[src/rtl/icc_pkg.sv]
// Package for the integer column codec selector.
// Holds the counter width, codec codes, statistics record and bit helpers.
// No dependencies.
`default_nettype none

package icc_pkg;

    localparam int COUNT_WIDTH = 32;

    typedef logic [COUNT_WIDTH-1:0] t_count;
    typedef logic [COUNT_WIDTH+1:0] t_wide;
    typedef logic [63:0]            t_word;
    typedef logic [6:0]             t_bits;

    localparam t_count COUNT_MAX = '1;
    localparam t_word  TOP_BIT   = 64'h8000_0000_0000_0000;

    typedef enum logic [2:0] {
        CODEC_PLAIN    = 3'd0,
        CODEC_DELTADD  = 3'd1,
        CODEC_RLE      = 3'd2,
        CODEC_FOR      = 3'd3,
        CODEC_DELTAFOR = 3'd4,
        CODEC_DELTA    = 3'd5,
        CODEC_SIMPLE8B = 3'd6,
        CODEC_DIRECT   = 3'd7
    } t_codec;

    // Running statistics of the column in progress
    typedef struct packed {
        t_count count;
        t_word  pdelta;
        t_count nz;
        t_word  dmin;
        t_word  dmax;
        t_word  smin;
        t_word  smax;
        t_word  umin;
        t_word  umax;
        t_count cur;
        t_count runs;
        t_count rep;
        logic   nondec;
        logic   allfit;
        t_bits  wad;
        t_bits  wav;
        t_bits  wub;
    } t_stats;

    localparam t_stats STATS_RESET = '{
        count: '0, pdelta: '0, nz: '0, dmin: '0, dmax: '0, smin: '0, smax: '0,
        umin: '0, umax: '0, cur: '0, runs: '0, rep: '0, nondec: 1'b1,
        allfit: 1'b1, wad: '0, wav: '0, wub: '0
    };

    // Number of significant bits; zero counts as one bit
    function automatic t_bits bit_width(input t_word v);
        t_bits w;
        w = 7'd1;
        for (int i = 0; i < 64; i++) begin
            if (v[i]) w = t_bits'(i + 1);
        end
        return w;
    endfunction

    // Two's complement magnitude, wrapping for the most negative value
    function automatic t_word abs_val(input t_word v);
        return v[63] ? (t_word'(0) - v) : v;
    endfunction

    function automatic logic slt(input t_word a, input t_word b);
        return (a ^ TOP_BIT) < (b ^ TOP_BIT);
    endfunction

    function automatic t_count sat_inc(input t_count x);
        return (x == COUNT_MAX) ? COUNT_MAX : x + t_count'(1);
    endfunction

    function automatic t_count sat_add(input t_count a, input t_count b);
        logic [COUNT_WIDTH:0] s;
        s = {1'b0, a} + {1'b0, b};
        return (s >= {1'b0, COUNT_MAX}) ? COUNT_MAX : s[COUNT_WIDTH-1:0];
    endfunction

    function automatic t_bits max_bits(input t_bits a, input t_bits b);
        return (a > b) ? a : b;
    endfunction

endpackage

`default_nettype wire

[src/rtl/integer_column_codec_selector.sv]
// Integer column codec selector: five register stages from input to codec.
// A column's last element passes the snapshot, range, flag and output registers.
// Throughput: one element per cycle; the input register, statistics update and three
// decision stages each move on as soon as the next one is free.
// Reset (synchronous, active low) clears all statistics and empties every stage.
// Depends on icc_pkg.
`default_nettype none

module integer_column_codec_selector
    import icc_pkg::*;
(
    input  wire logic        i_clk,
    input  wire logic        i_rst_n,
    input  wire logic        i_valid,
    output logic             o_stall,
    input  wire logic [63:0] i_value,
    input  wire logic        i_is_unsigned,
    input  wire logic        i_last,
    output logic             o_valid,
    input  wire logic        i_stall,
    output logic [2:0]       o_codec
);

    // Stage 0: input register with precomputed delta and neighbor compares
    logic   r_in_valid;
    t_word  r_in_value;
    logic   r_in_uns;
    logic   r_in_last;
    t_word  r_in_delta;
    logic   r_in_eq;
    logic   r_in_lt;

    // Stage 1: live statistics and snapshot of a finished column
    t_stats r_stats, n_stats;
    logic   r_snap_valid;
    t_stats r_snap;
    logic   r_snap_uns;

    // Stage 2: ranges and run totals
    logic   r_rng_valid;
    logic   r_rng_uns, r_rng_allfit, r_rng_nondec;
    t_bits  r_rng_wad, r_rng_wav, r_rng_wub;
    t_count r_rng_n, r_rng_nz, r_rng_runs, r_rng_rep;
    t_word  r_rng_urange, r_rng_drange, r_rng_srange;

    // Stage 3: decision flags
    logic   r_flg_valid;
    logic   r_flg_uns, r_flg_allfit, r_flg_nondec;
    t_bits  r_flg_wad, r_flg_wav, r_flg_wub;
    logic   r_flg_lt4, r_flg_ge8, r_flg_rle, r_flg_dd;
    t_bits  r_flg_urb, r_flg_drb, r_flg_rb;

    // Stage 4: output register
    logic   r_out_valid;
    t_codec r_codec, n_codec;

    // Ready chain, back to front
    logic rdy4, rdy3, rdy2, rdy1, adv0, in_xfer;

    assign rdy4    = !r_out_valid || !i_stall;
    assign rdy3    = !r_flg_valid || rdy4;
    assign rdy2    = !r_rng_valid || rdy3;
    assign rdy1    = !r_snap_valid || rdy2;
    assign adv0    = r_in_valid && (!r_in_last || rdy1);
    assign o_stall = r_in_valid && !adv0;
    assign in_xfer = i_valid && !o_stall;

    // Input register; r_in_value still holds the previous element at transfer
    always_ff @(posedge i_clk) begin
        if (!i_rst_n) begin
            r_in_valid <= 1'b0;
        end else if (in_xfer) begin
            r_in_valid <= 1'b1;
        end else if (adv0) begin
            r_in_valid <= 1'b0;
        end
        if (in_xfer) begin
            r_in_value <= i_value;
            r_in_uns   <= i_is_unsigned;
            r_in_last  <= i_last;
            r_in_delta <= i_value - r_in_value;
            r_in_eq    <= (i_value == r_in_value);
            r_in_lt    <= slt(i_value, r_in_value);
        end
    end

    // Statistics update for the element in the input register
    logic  first;
    t_bits bw_abs_v, bw_abs_d;

    assign first    = (r_stats.count == '0);
    assign bw_abs_v = bit_width(abs_val(r_in_value));
    assign bw_abs_d = bit_width(abs_val(r_in_delta));

    always_comb begin
        n_stats = r_stats;
        if (first) begin
            n_stats.pdelta = r_in_value;
            n_stats.dmin   = r_in_value;
            n_stats.dmax   = r_in_value;
            n_stats.smin   = r_in_value;
            n_stats.smax   = r_in_value;
            n_stats.umin   = r_in_value;
            n_stats.umax   = r_in_value;
            n_stats.cur    = t_count'(1);
            n_stats.wad    = bw_abs_v;
        end else begin
            if (r_in_delta != r_stats.pdelta) n_stats.nz = sat_inc(r_stats.nz);
            n_stats.pdelta = r_in_delta;
            if (slt(r_in_delta, r_stats.dmin)) n_stats.dmin = r_in_delta;
            if (slt(r_stats.dmax, r_in_delta)) n_stats.dmax = r_in_delta;
            n_stats.wad = max_bits(r_stats.wad, bw_abs_d);
            if (r_in_eq) begin
                n_stats.cur = sat_inc(r_stats.cur);
            end else begin
                n_stats.runs = sat_inc(r_stats.runs);
                if (r_stats.cur > t_count'(1)) n_stats.rep = sat_add(r_stats.rep, r_stats.cur);
                n_stats.cur = t_count'(1);
            end
            if (r_in_lt) n_stats.nondec = 1'b0;
            if (slt(r_in_value, r_stats.smin)) n_stats.smin = r_in_value;
            if (slt(r_stats.smax, r_in_value)) n_stats.smax = r_in_value;
            if (r_in_value < r_stats.umin) n_stats.umin = r_in_value;
            if (r_in_value > r_stats.umax) n_stats.umax = r_in_value;
        end
        if (r_in_value[63]) n_stats.allfit = 1'b0;
        n_stats.wav   = max_bits(r_stats.wav, bw_abs_v);
        n_stats.wub   = max_bits(r_stats.wub, bit_width(r_in_value));
        n_stats.count = sat_inc(r_stats.count);
    end

    // Live statistics return to reset once a column's last element is taken
    always_ff @(posedge i_clk) begin
        if (!i_rst_n) begin
            r_stats      <= STATS_RESET;
            r_snap_valid <= 1'b0;
        end else begin
            if (adv0) r_stats <= r_in_last ? STATS_RESET : n_stats;
            if (rdy1) r_snap_valid <= r_in_valid && r_in_last;
        end
        if (rdy1 && r_in_valid && r_in_last) begin
            r_snap     <= n_stats;
            r_snap_uns <= r_in_uns;
        end
    end

    // Stage 2: ranges and closing of the open run
    always_ff @(posedge i_clk) begin
        if (!i_rst_n) begin
            r_rng_valid <= 1'b0;
        end else if (rdy2) begin
            r_rng_valid <= r_snap_valid;
        end
        if (rdy2 && r_snap_valid) begin
            r_rng_uns    <= r_snap_uns;
            r_rng_allfit <= r_snap.allfit;
            r_rng_nondec <= r_snap.nondec;
            r_rng_wad    <= r_snap.wad;
            r_rng_wav    <= r_snap.wav;
            r_rng_wub    <= r_snap.wub;
            r_rng_n      <= r_snap.count;
            r_rng_nz     <= r_snap.nz;
            r_rng_runs   <= sat_inc(r_snap.runs);
            r_rng_rep    <= (r_snap.cur > t_count'(1)) ? sat_add(r_snap.rep, r_snap.cur)
                                                       : r_snap.rep;
            r_rng_urange <= r_snap.umax - r_snap.umin;
            r_rng_drange <= r_snap.dmax - r_snap.dmin;
            r_rng_srange <= r_snap.smax - r_snap.smin;
        end
    end

    // Stage 3: exact ratio tests and range widths
    t_wide n_wide, rep2, runs3, nz4, nm1;

    assign n_wide = {2'b00, r_rng_n};
    assign rep2   = {1'b0, r_rng_rep, 1'b0};
    assign runs3  = {2'b00, r_rng_runs} + {1'b0, r_rng_runs, 1'b0};
    assign nz4    = {r_rng_nz, 2'b00};
    assign nm1    = n_wide - t_wide'(1);

    always_ff @(posedge i_clk) begin
        if (!i_rst_n) begin
            r_flg_valid <= 1'b0;
        end else if (rdy3) begin
            r_flg_valid <= r_rng_valid;
        end
        if (rdy3 && r_rng_valid) begin
            r_flg_uns    <= r_rng_uns;
            r_flg_allfit <= r_rng_allfit;
            r_flg_nondec <= r_rng_nondec;
            r_flg_wad    <= r_rng_wad;
            r_flg_wav    <= r_rng_wav;
            r_flg_wub    <= r_rng_wub;
            r_flg_lt4    <= (r_rng_n < t_count'(4));
            r_flg_ge8    <= (r_rng_n >= t_count'(8));
            r_flg_rle    <= (rep2 >= n_wide) && (n_wide >= runs3);
            r_flg_dd     <= (nz4 <= nm1);
            r_flg_urb    <= bit_width(r_rng_urange);
            r_flg_drb    <= bit_width(r_rng_drange);
            r_flg_rb     <= bit_width(r_rng_srange);
        end
    end

    // Codec priority
    logic [7:0] drb_plus3;

    assign drb_plus3 = {1'b0, r_flg_drb} + 8'd3;

    always_comb begin
        if (r_flg_uns && !r_flg_allfit) begin
            if (r_flg_lt4)                                n_codec = CODEC_DIRECT;
            else if (r_flg_rle)                           n_codec = CODEC_RLE;
            else if (r_flg_urb <= 7'd60)                  n_codec = CODEC_FOR;
            else if (r_flg_ge8 && r_flg_wub <= 7'd16)     n_codec = CODEC_SIMPLE8B;
            else if (r_flg_wub < 7'd64)                   n_codec = CODEC_DIRECT;
            else                                          n_codec = CODEC_PLAIN;
        end else begin
            if (r_flg_lt4)                                n_codec = CODEC_PLAIN;
            else if (r_flg_ge8 && (r_flg_dd || r_flg_drb <= 7'd2))
                                                          n_codec = CODEC_DELTADD;
            else if (r_flg_rle)                           n_codec = CODEC_RLE;
            else if (r_flg_rb <= 7'd60)                   n_codec = CODEC_FOR;
            else if (r_flg_ge8 && r_flg_nondec && drb_plus3 <= {1'b0, r_flg_rb})
                                                          n_codec = CODEC_DELTAFOR;
            else if (r_flg_wad <= 7'd61)                  n_codec = CODEC_DELTA;
            else if (r_flg_ge8 && r_flg_wav <= 7'd16 && !r_flg_nondec)
                                                          n_codec = CODEC_SIMPLE8B;
            else if (r_flg_wav < 7'd64)                   n_codec = CODEC_DIRECT;
            else                                          n_codec = CODEC_PLAIN;
        end
    end

    // Output register; holds while stalled
    always_ff @(posedge i_clk) begin
        if (!i_rst_n) begin
            r_out_valid <= 1'b0;
        end else if (rdy4) begin
            r_out_valid <= r_flg_valid;
        end
        if (rdy4 && r_flg_valid) begin
            r_codec <= n_codec;
        end
    end

    assign o_valid = r_out_valid;
    assign o_codec = r_codec;

endmodule

`default_nettype wire
[config.mk]
export PLATFORM = sky130hd
export DESIGN_NAME = integer_column_codec_selector
export DESIGN_NICKNAME = d
export VERILOG_FILES = /design/src/rtl/icc_pkg.sv /design/src/rtl/integer_column_codec_selector.sv
export SDC_FILE = /design/constraint.sdc
export NUM_CORES = 2
export LEC_CHECK = 0
export ABC_CLOCK_PERIOD_IN_PS = 25800
export BUFFER_PORTS_ARGS = -buffer_cell sky130_fd_sc_hd__clkbuf_2
export CORE_UTILIZATION = 54
export DETAILED_ROUTE_END_ITERATION = 8
export GPL_TIMING_DRIVEN = 0
export PLACE_DENSITY = 0.72
export SLEW_MARGIN = 20
export SYNTH_ARGS = -nofsm -noshare
export SYNTH_HDL_FRONTEND = slang
export SYNTH_SLANG_ARGS = --single-unit
[constraint.sdc]
create_clock -name i_clk -period 25.8 [get_ports i_clk]
set_input_delay 1.29 -clock i_clk [delete_from_list [all_inputs] [get_ports i_clk]]
set_output_delay 1.29 -clock i_clk [all_outputs]
set_load 0.05 [all_outputs]
==> Yosys cells after proc, flatten, opt, wreduce, memory -nomap -nowiden <==
Index checks and enable logic that the tools add are counted.
{ "totals": {"mem_bits_ro": 0, "n_memories": 0, "mem_bits_rw": 0, "output_inout_bits": 5, "ff_bits": 1732, "in_bits": 70, "latch_bits": 0, "elab_cells": 586} }
{ "op_classes": {"n_reduce_logical": 35, "bitwise_logic": 7, "n_div": 0, "mul": 0, "eq_ne": 7, "shift": 0, "n_lt_le_gt_ge": 28, "n_mux": 421, "add_sub_neg": 16} }
{ "op_table": {"columns": ["op", "n"], "rows": [
  ["$mux 7", 373],
  ["$mux 64", 10],
  ["$mux 631", 1],
  ["$mux 416", 1],
  ["$lt 64x64->1", 6],
  ["$mux 32", 11],
  ["$sub 64x64->64", 4],
  ["$add 32x1->32 const B", 5],
  ["$eq 32x32->1 const B", 5],
  ["$sub 1x64->64 const A", 2],
  ["$add 32x32->33", 2],
  ["$ge 33x32->1 const B", 2],
  ["$mux 65", 1],
  ["$eq 64x64->1", 1],
  ["$gt 32x1->1 const B", 2],
  ["$gt 64x64->1", 1],
  ["$ne 64x64->1", 1],
  ["$mux 3", 14],
  ["$add 32x33->34", 1],
  ["$ge 32x34->1", 1],
  ["$le 34x34->1", 1],
  ["$ge 33x32->1", 1],
  ["$sub 32x1->33 const B", 1],
  ["$ge 32x4->1 const B", 1],
  ["16 further kinds", 66]
]} }

==> Depth between registers and ports, before layout <==
{ "logic_depth": {"depth_word": 69, "ltp_mapped": 26, "mapped_depth_nobuf": 23} }

==> Worst setup path before layout <==
OpenSTA, ideal clock, no wires.
{ "synth_path": {"path_type": "input to register", "start": "input i_stall", "end": "register r_rng_allfit, enable pin", "stages": 2, "required_time_ps": 24238, "t_arrival_ps": 25946, "n_path_buf": 0, "slack_ps": -1708, "setup_ps": 1562, "cell_sequence": "and3_1 a21boi_0"} }
{ "synth_between": {"elab_chain_len": 5} }
{ "synth_lines": {"columns": ["element", "line", "rtl"], "rows": [
  ["start, declared", "integer_column_codec_selector.sv:20", "input wire logic i_stall,"],
  ["$logic_not 1->1", "integer_column_codec_selector.sv:60", "assign rdy4 = !r_out_valid || !i_stall;"],
  ["$logic_or 1x1->1", "integer_column_codec_selector.sv:60", null],
  ["$logic_or 1x1->1", "integer_column_codec_selector.sv:61", "assign rdy3 = !r_flg_valid || rdy4;"],
  ["$logic_or 1x1->1", "integer_column_codec_selector.sv:62", "assign rdy2 = !r_rng_valid || rdy3;"],
  ["$logic_and 1x1->1", "integer_column_codec_selector.sv:154", "if (rdy2 && r_snap_valid) begin"],
  ["end signal, assigned", "integer_column_codec_selector.sv:156", "r_rng_allfit <= r_snap.allfit;"],
  ["end, declared", "integer_column_codec_selector.sv:41", "logic r_rng_uns, r_rng_allfit, r_rng_nondec;"]
]} }
Every way passes these cells.
A chain may end at the register's enable or synchronous reset.

==> Worst setup path in the final report <==
{ "layout_path": {"start": "register r_in_value[1]", "end": "register r_stats[11] in the netlist's numbering"} }
{ "layout_between": {"elab_chain_len": 68} }
{ "layout_lines": {"columns": ["element", "line", "rtl"], "rows": [
  ["start, declared", "integer_column_codec_selector.sv:26", "t_word r_in_value;"],
  ["start signal, assigned", "integer_column_codec_selector.sv:78", "r_in_value <= i_value;"],
  ["$sub 1x64->64", "icc_pkg.sv:68", "return v[63] ? (t_word'(0) - v) : v;"],
  ["$mux 64 *", "icc_pkg.sv:68", null],
  ["$mux 2", "icc_pkg.sv:61", "if (v[i]) w = t_bits'(i + 1);"],
  ["$mux 7 (61 in a row)", "icc_pkg.sv:61", null],
  ["$mux 7 *", "icc_pkg.sv:61", null],
  ["$gt 7x7->1", "icc_pkg.sv:86", "return (a > b) ? a : b;"],
  ["$mux 7 *", "icc_pkg.sv:86", null],
  ["$mux 631 *", "integer_column_codec_selector.sv:138", "if (adv0) r_stats <= r_in_last ? STATS_RESET : n_stats;"],
  ["end signal, assigned", "integer_column_codec_selector.sv:138", null],
  ["end, declared", "integer_column_codec_selector.sv:34", "t_stats r_stats, n_stats;"]
]} }
Every way passes the cells marked *; elsewhere a longest branch is shown, timed or not.

==> out/qor.yml <==
global_routing:
  grt.overflow.total: 0
  grt_pass1_wl_um: 558000
  antenna_found_initial: 16
  grt_start_max_net_pins: 33
  track_usage: 0.376
  grt_pass1_vias: 88443
clock_network:
  cts_resized: 0
  clockBufferDepth: 3
  clk_pin_slew_ns: 0.07
  cts_setup_buffers: 0
  clk_latency_ns: 0.89
  cts_tree: "done"
  ctsHoldBuffers: 0
  numClockSinks: 1726
  cts_buffers: 187
  cts-root-buf: "clkbuf_16"
  cts_htree_levels: 4
cells_and_area:
  area_delta_synth_final_pct: 10.7
  final_area_um2: 118000
  fillerInstances: 16855
  ff_latch_area_um2: 45500
  nets: 12685
  drive_gt1_frac: 0.0550
  multi_input_area_um2: 56200
synthesis:
  synth_cell_types: 98
  synth_area_leaders: "edfxtp_1 (31%), dfxtp_1 (12%), ha_1 (10%)"
  syn-cell-area_um2: 107000
  synthCells: 11430
  async_reset_ff_frac: 0
  synth_top_area_frac: 0.306
  seq_area_frac_synth: 0.425
  yosys.area.top_type: "edfxtp_1"
  synth_edf_count: 1090
  avgSynthCellArea_um2: 9.36
  syn_nets: 12367
  ys_seq_elements: 1726
  synthFlopType: "edfxtp_1"
  yosysWarningCount: 0
outcome:
  status: "finished, final reports clean"
timing:
  hold_viol: 0
  slew_headroom: 0.0618
  rsz0062_at_grt: "false"
  worst_pin_slew_ns: 1.39
  tns_ns: 0
  drv_slew: 0
  fin_skew_ns: 0.0456
  fin_crit_ns: 9.25
  period_share: 0.359
  fmax_mhz: 108
  setup_violations: 0
setup_path:
  crit_required_ns: 26.57
  cp_max_fo: 11
  worstSetupPathType: "reg -> reg"
  endpoint_kind: "register"
  max_stage_delay_ns: 0.95
  cp_top_family: "simple AND/OR/NAND/NOR gates"
  slowest_stage: "nor2_1"
  crit_arrival_ns: 10.03
  cp_cell_sequence: "clkbuf_1 -> inv_1 -> ha_1 -> or4b_2 -> nor2_1 -> nand4_1 -> nor3_1 -> o21ai_0 -> a21oi_1 -> nor3b_1 -> a21boi_0 -> o21ai_0 -> a21oi_1 -> inv_1 -> ha_1 -> a21o_1 -> a21o_1 -> a221oi_1 -> a41o_1 -> buf_1 -> o21ai_0 -> a22oi_1 -> nor2b_1"
  crit_top_cell: "o21ai_0"
  start_kind: "register"
  critPathBufInv: 4
floorplan:
  placementRows: 163
  floorplan.initialDensity: 0.543
  dieArea_um2: 200000
  die_h_um: 447
  io_pins: 75
  core_area_um2: 197000
  die_width_um: 447
route:
  drtAntennaViolNets: 0
  initialDrtViolationCount: 9783
  vias: 92915
  avgViaCountPerCell: 6.38
  post_drt_wl_per_cell_um: 26.6
  drc: 0
  drt_pass1_iterations: 7
  drt_wl_total_um: 387000
placement:
  gp_congestion: 1.03
  dpl_cell_area_um2: 112000
  dp_hpwl_um: 308000
  port_buffers: 74
power:
  p_leak_nw: 45.5
  ir_worst_vdd_v: 0.0000630
  finalPower_mw: 7.44
  p_per_area_nw_per_um2: 62.8
worst_hold_path:
  min_path_type: "reg -> reg"
run:
  maxCapViolations: 0
==> cells in the final DEF (no fill, tap or decap), types with 72 or more instances in the layout <==
| cell | Yosys | routed |
|---|---|---|
| clkbuf_1 | 536 | 568 |
| o32ai_1 | 74 | 74 |
| nor4_1 | 136 | 128 |
| nor2b_1 | 277 | 275 |
| nand2b_1 | 122 | 122 |
| clkbuf_2 | 0 | 88 |
| a31oi_1 | 92 | 91 |
| a22oi_1 | 117 | 117 |
| nor3_1 | 244 | 244 |
| mux2_2 | 85 | 85 |
| xnor2_1 | 324 | 324 |
| inv_1 | 836 | 836 |
| clkbuf_16 | 0 | 196 |
| nand4_1 | 207 | 207 |
| edfxtp_1 | 1090 | 1090 |
| xor2_1 | 224 | 224 |
| nor2_1 | 701 | 697 |
| o2bb2ai_1 | 80 | 80 |
| a311oi_1 | 72 | 72 |
| a21oi_1 | 962 | 961 |
| a22o_1 | 274 | 274 |
| nand3_1 | 227 | 227 |
| o21ai_0 | 706 | 705 |
| ha_1 | 860 | 860 |
| dfxtp_1 | 636 | 636 |
| o21a_1 | 124 | 124 |
| nand2_1 | 937 | 936 |
| a21o_1 | 386 | 386 |
==> where the power goes <==
part           leakage (nW)  internal [mW]  switching (mW)
sequential             15.1           3.08           0.101
clock                  3.12           1.64            1.18
combinational          27.3          0.464           0.979
==> state kept, by name, indices dropped and copies added, names as in the netlist, 7 cells and up <==
register      cells
r_rng_urange     63
r_flg_urb         7
r_in_delta       64
r_rng_n          32
r_rng_wub         7
r_rng_drange     63
r_rng_rep        32
r_rng_nz         32
r_flg_wub         7
r_flg_wav         7
r_snap          566
r_rng_srange     63
r_flg_drb         7
r_in_value       64
r_flg_rb          7
r_rng_wav         7
r_rng_runs       32
r_stats         631
==> routing by layer <==
metal | vias to the layer above | track usage | wire, um
li1 | 42897 | - | -
met1 | 44651 | 0.461 | 152000
met2 | 4286 | 0.603 | 175000
met3 | 1073 | 0.0610 | 27800
met4 | 8 | 0.270 | 32100
met5 | - | 0 | 38
==> layout make-up <==
cell class                 instances  share of cell area
clock inverter                    89             0.00910
sequential                      1726               0.384
inverter                         843              0.0267
tap                             2640              0.0279
buffer                           608              0.0198
multi-input combinational       8253               0.474
timing repair buffer             129              0.0133
clock buffer                     262              0.0453
antenna                            8            0.000169
==> cells in the mapped netlist (52+ instances only) <==
master / number
nand2_1: 937
a211oi_1: 55
mux2_2: 85
nand4_1: 207
nor2_1: 701
nand3_1: 227
xor2_1: 224
nor3_1: 244
a311oi_1: 72
dfxtp_1: 636
o2bb2ai_1: 80
o21ai_0: 706
o211ai_1: 58
buf_1: 55
nor2b_1: 277
nor4_1: 136
a22o_1: 274
xnor2_1: 324
a22oi_1: 117
a21oi_1: 962
a21boi_0: 52
a21o_1: 386
o31ai_1: 68
clkbuf_1: 536
nand2b_1: 122
edfxtp_1: 1090
o21a_1: 124
o22a_1: 54
o21bai_1: 60
inv_1: 836
and3_1: 71
a31oi_1: 92
o32ai_1: 74
ha_1: 860
==> final timing paths <==
check	startpoint	end	slack (ns)	cells after the start
max	r_in_value[1]	r_stats[11]	16.55	23
min	r_rng_wad[2]	r_flg_wad[2]	0.41	0
max reg2reg	r_in_value[1]	r_stats[11]	16.55	23
min reg2reg	r_rng_wad[2]	r_flg_wad[2]	0.41	0
==> metrics by stage <==
step / hold slack, ns / utilization / instances / setup slack [ns]
floorplan: 0.400 / - / 11430 / 7.26
global placement: 0.401 / 0.562 / 14144 / 0.646
detailed placement: 0.405 / 0.569 / 14199 / 17.01
CTS: 0.414 / 0.601 / 14550 / 16.95
global route: 0.415 / 0.601 / 14550 / 16.43
finish: 0.406 / 0.601 / 14558 / 16.55
==> cells by family (layout without fill, tap and decap cells) <==
kind of cell | Yosys count | in the layout | share of synthesized area
buffers and inverters | 1451 | 1931 | 0.0513
multiplexers | 120 | 120 | 0.0122
AO/OA/AOI/OAI | 3574 | 3574 | 0.222
AND/OR/NAND/NOR | 3144 | 3144 | 0.143
XOR/XNOR | 548 | 548 | 0.0449
adder cells (fa/ha/maj) | 867 | 867 | 0.102
other | 0 | 8 | 0
flip-flops | 1726 | 1726 | 0.425
No activity file was read; power rests on OpenSTA's default activity.
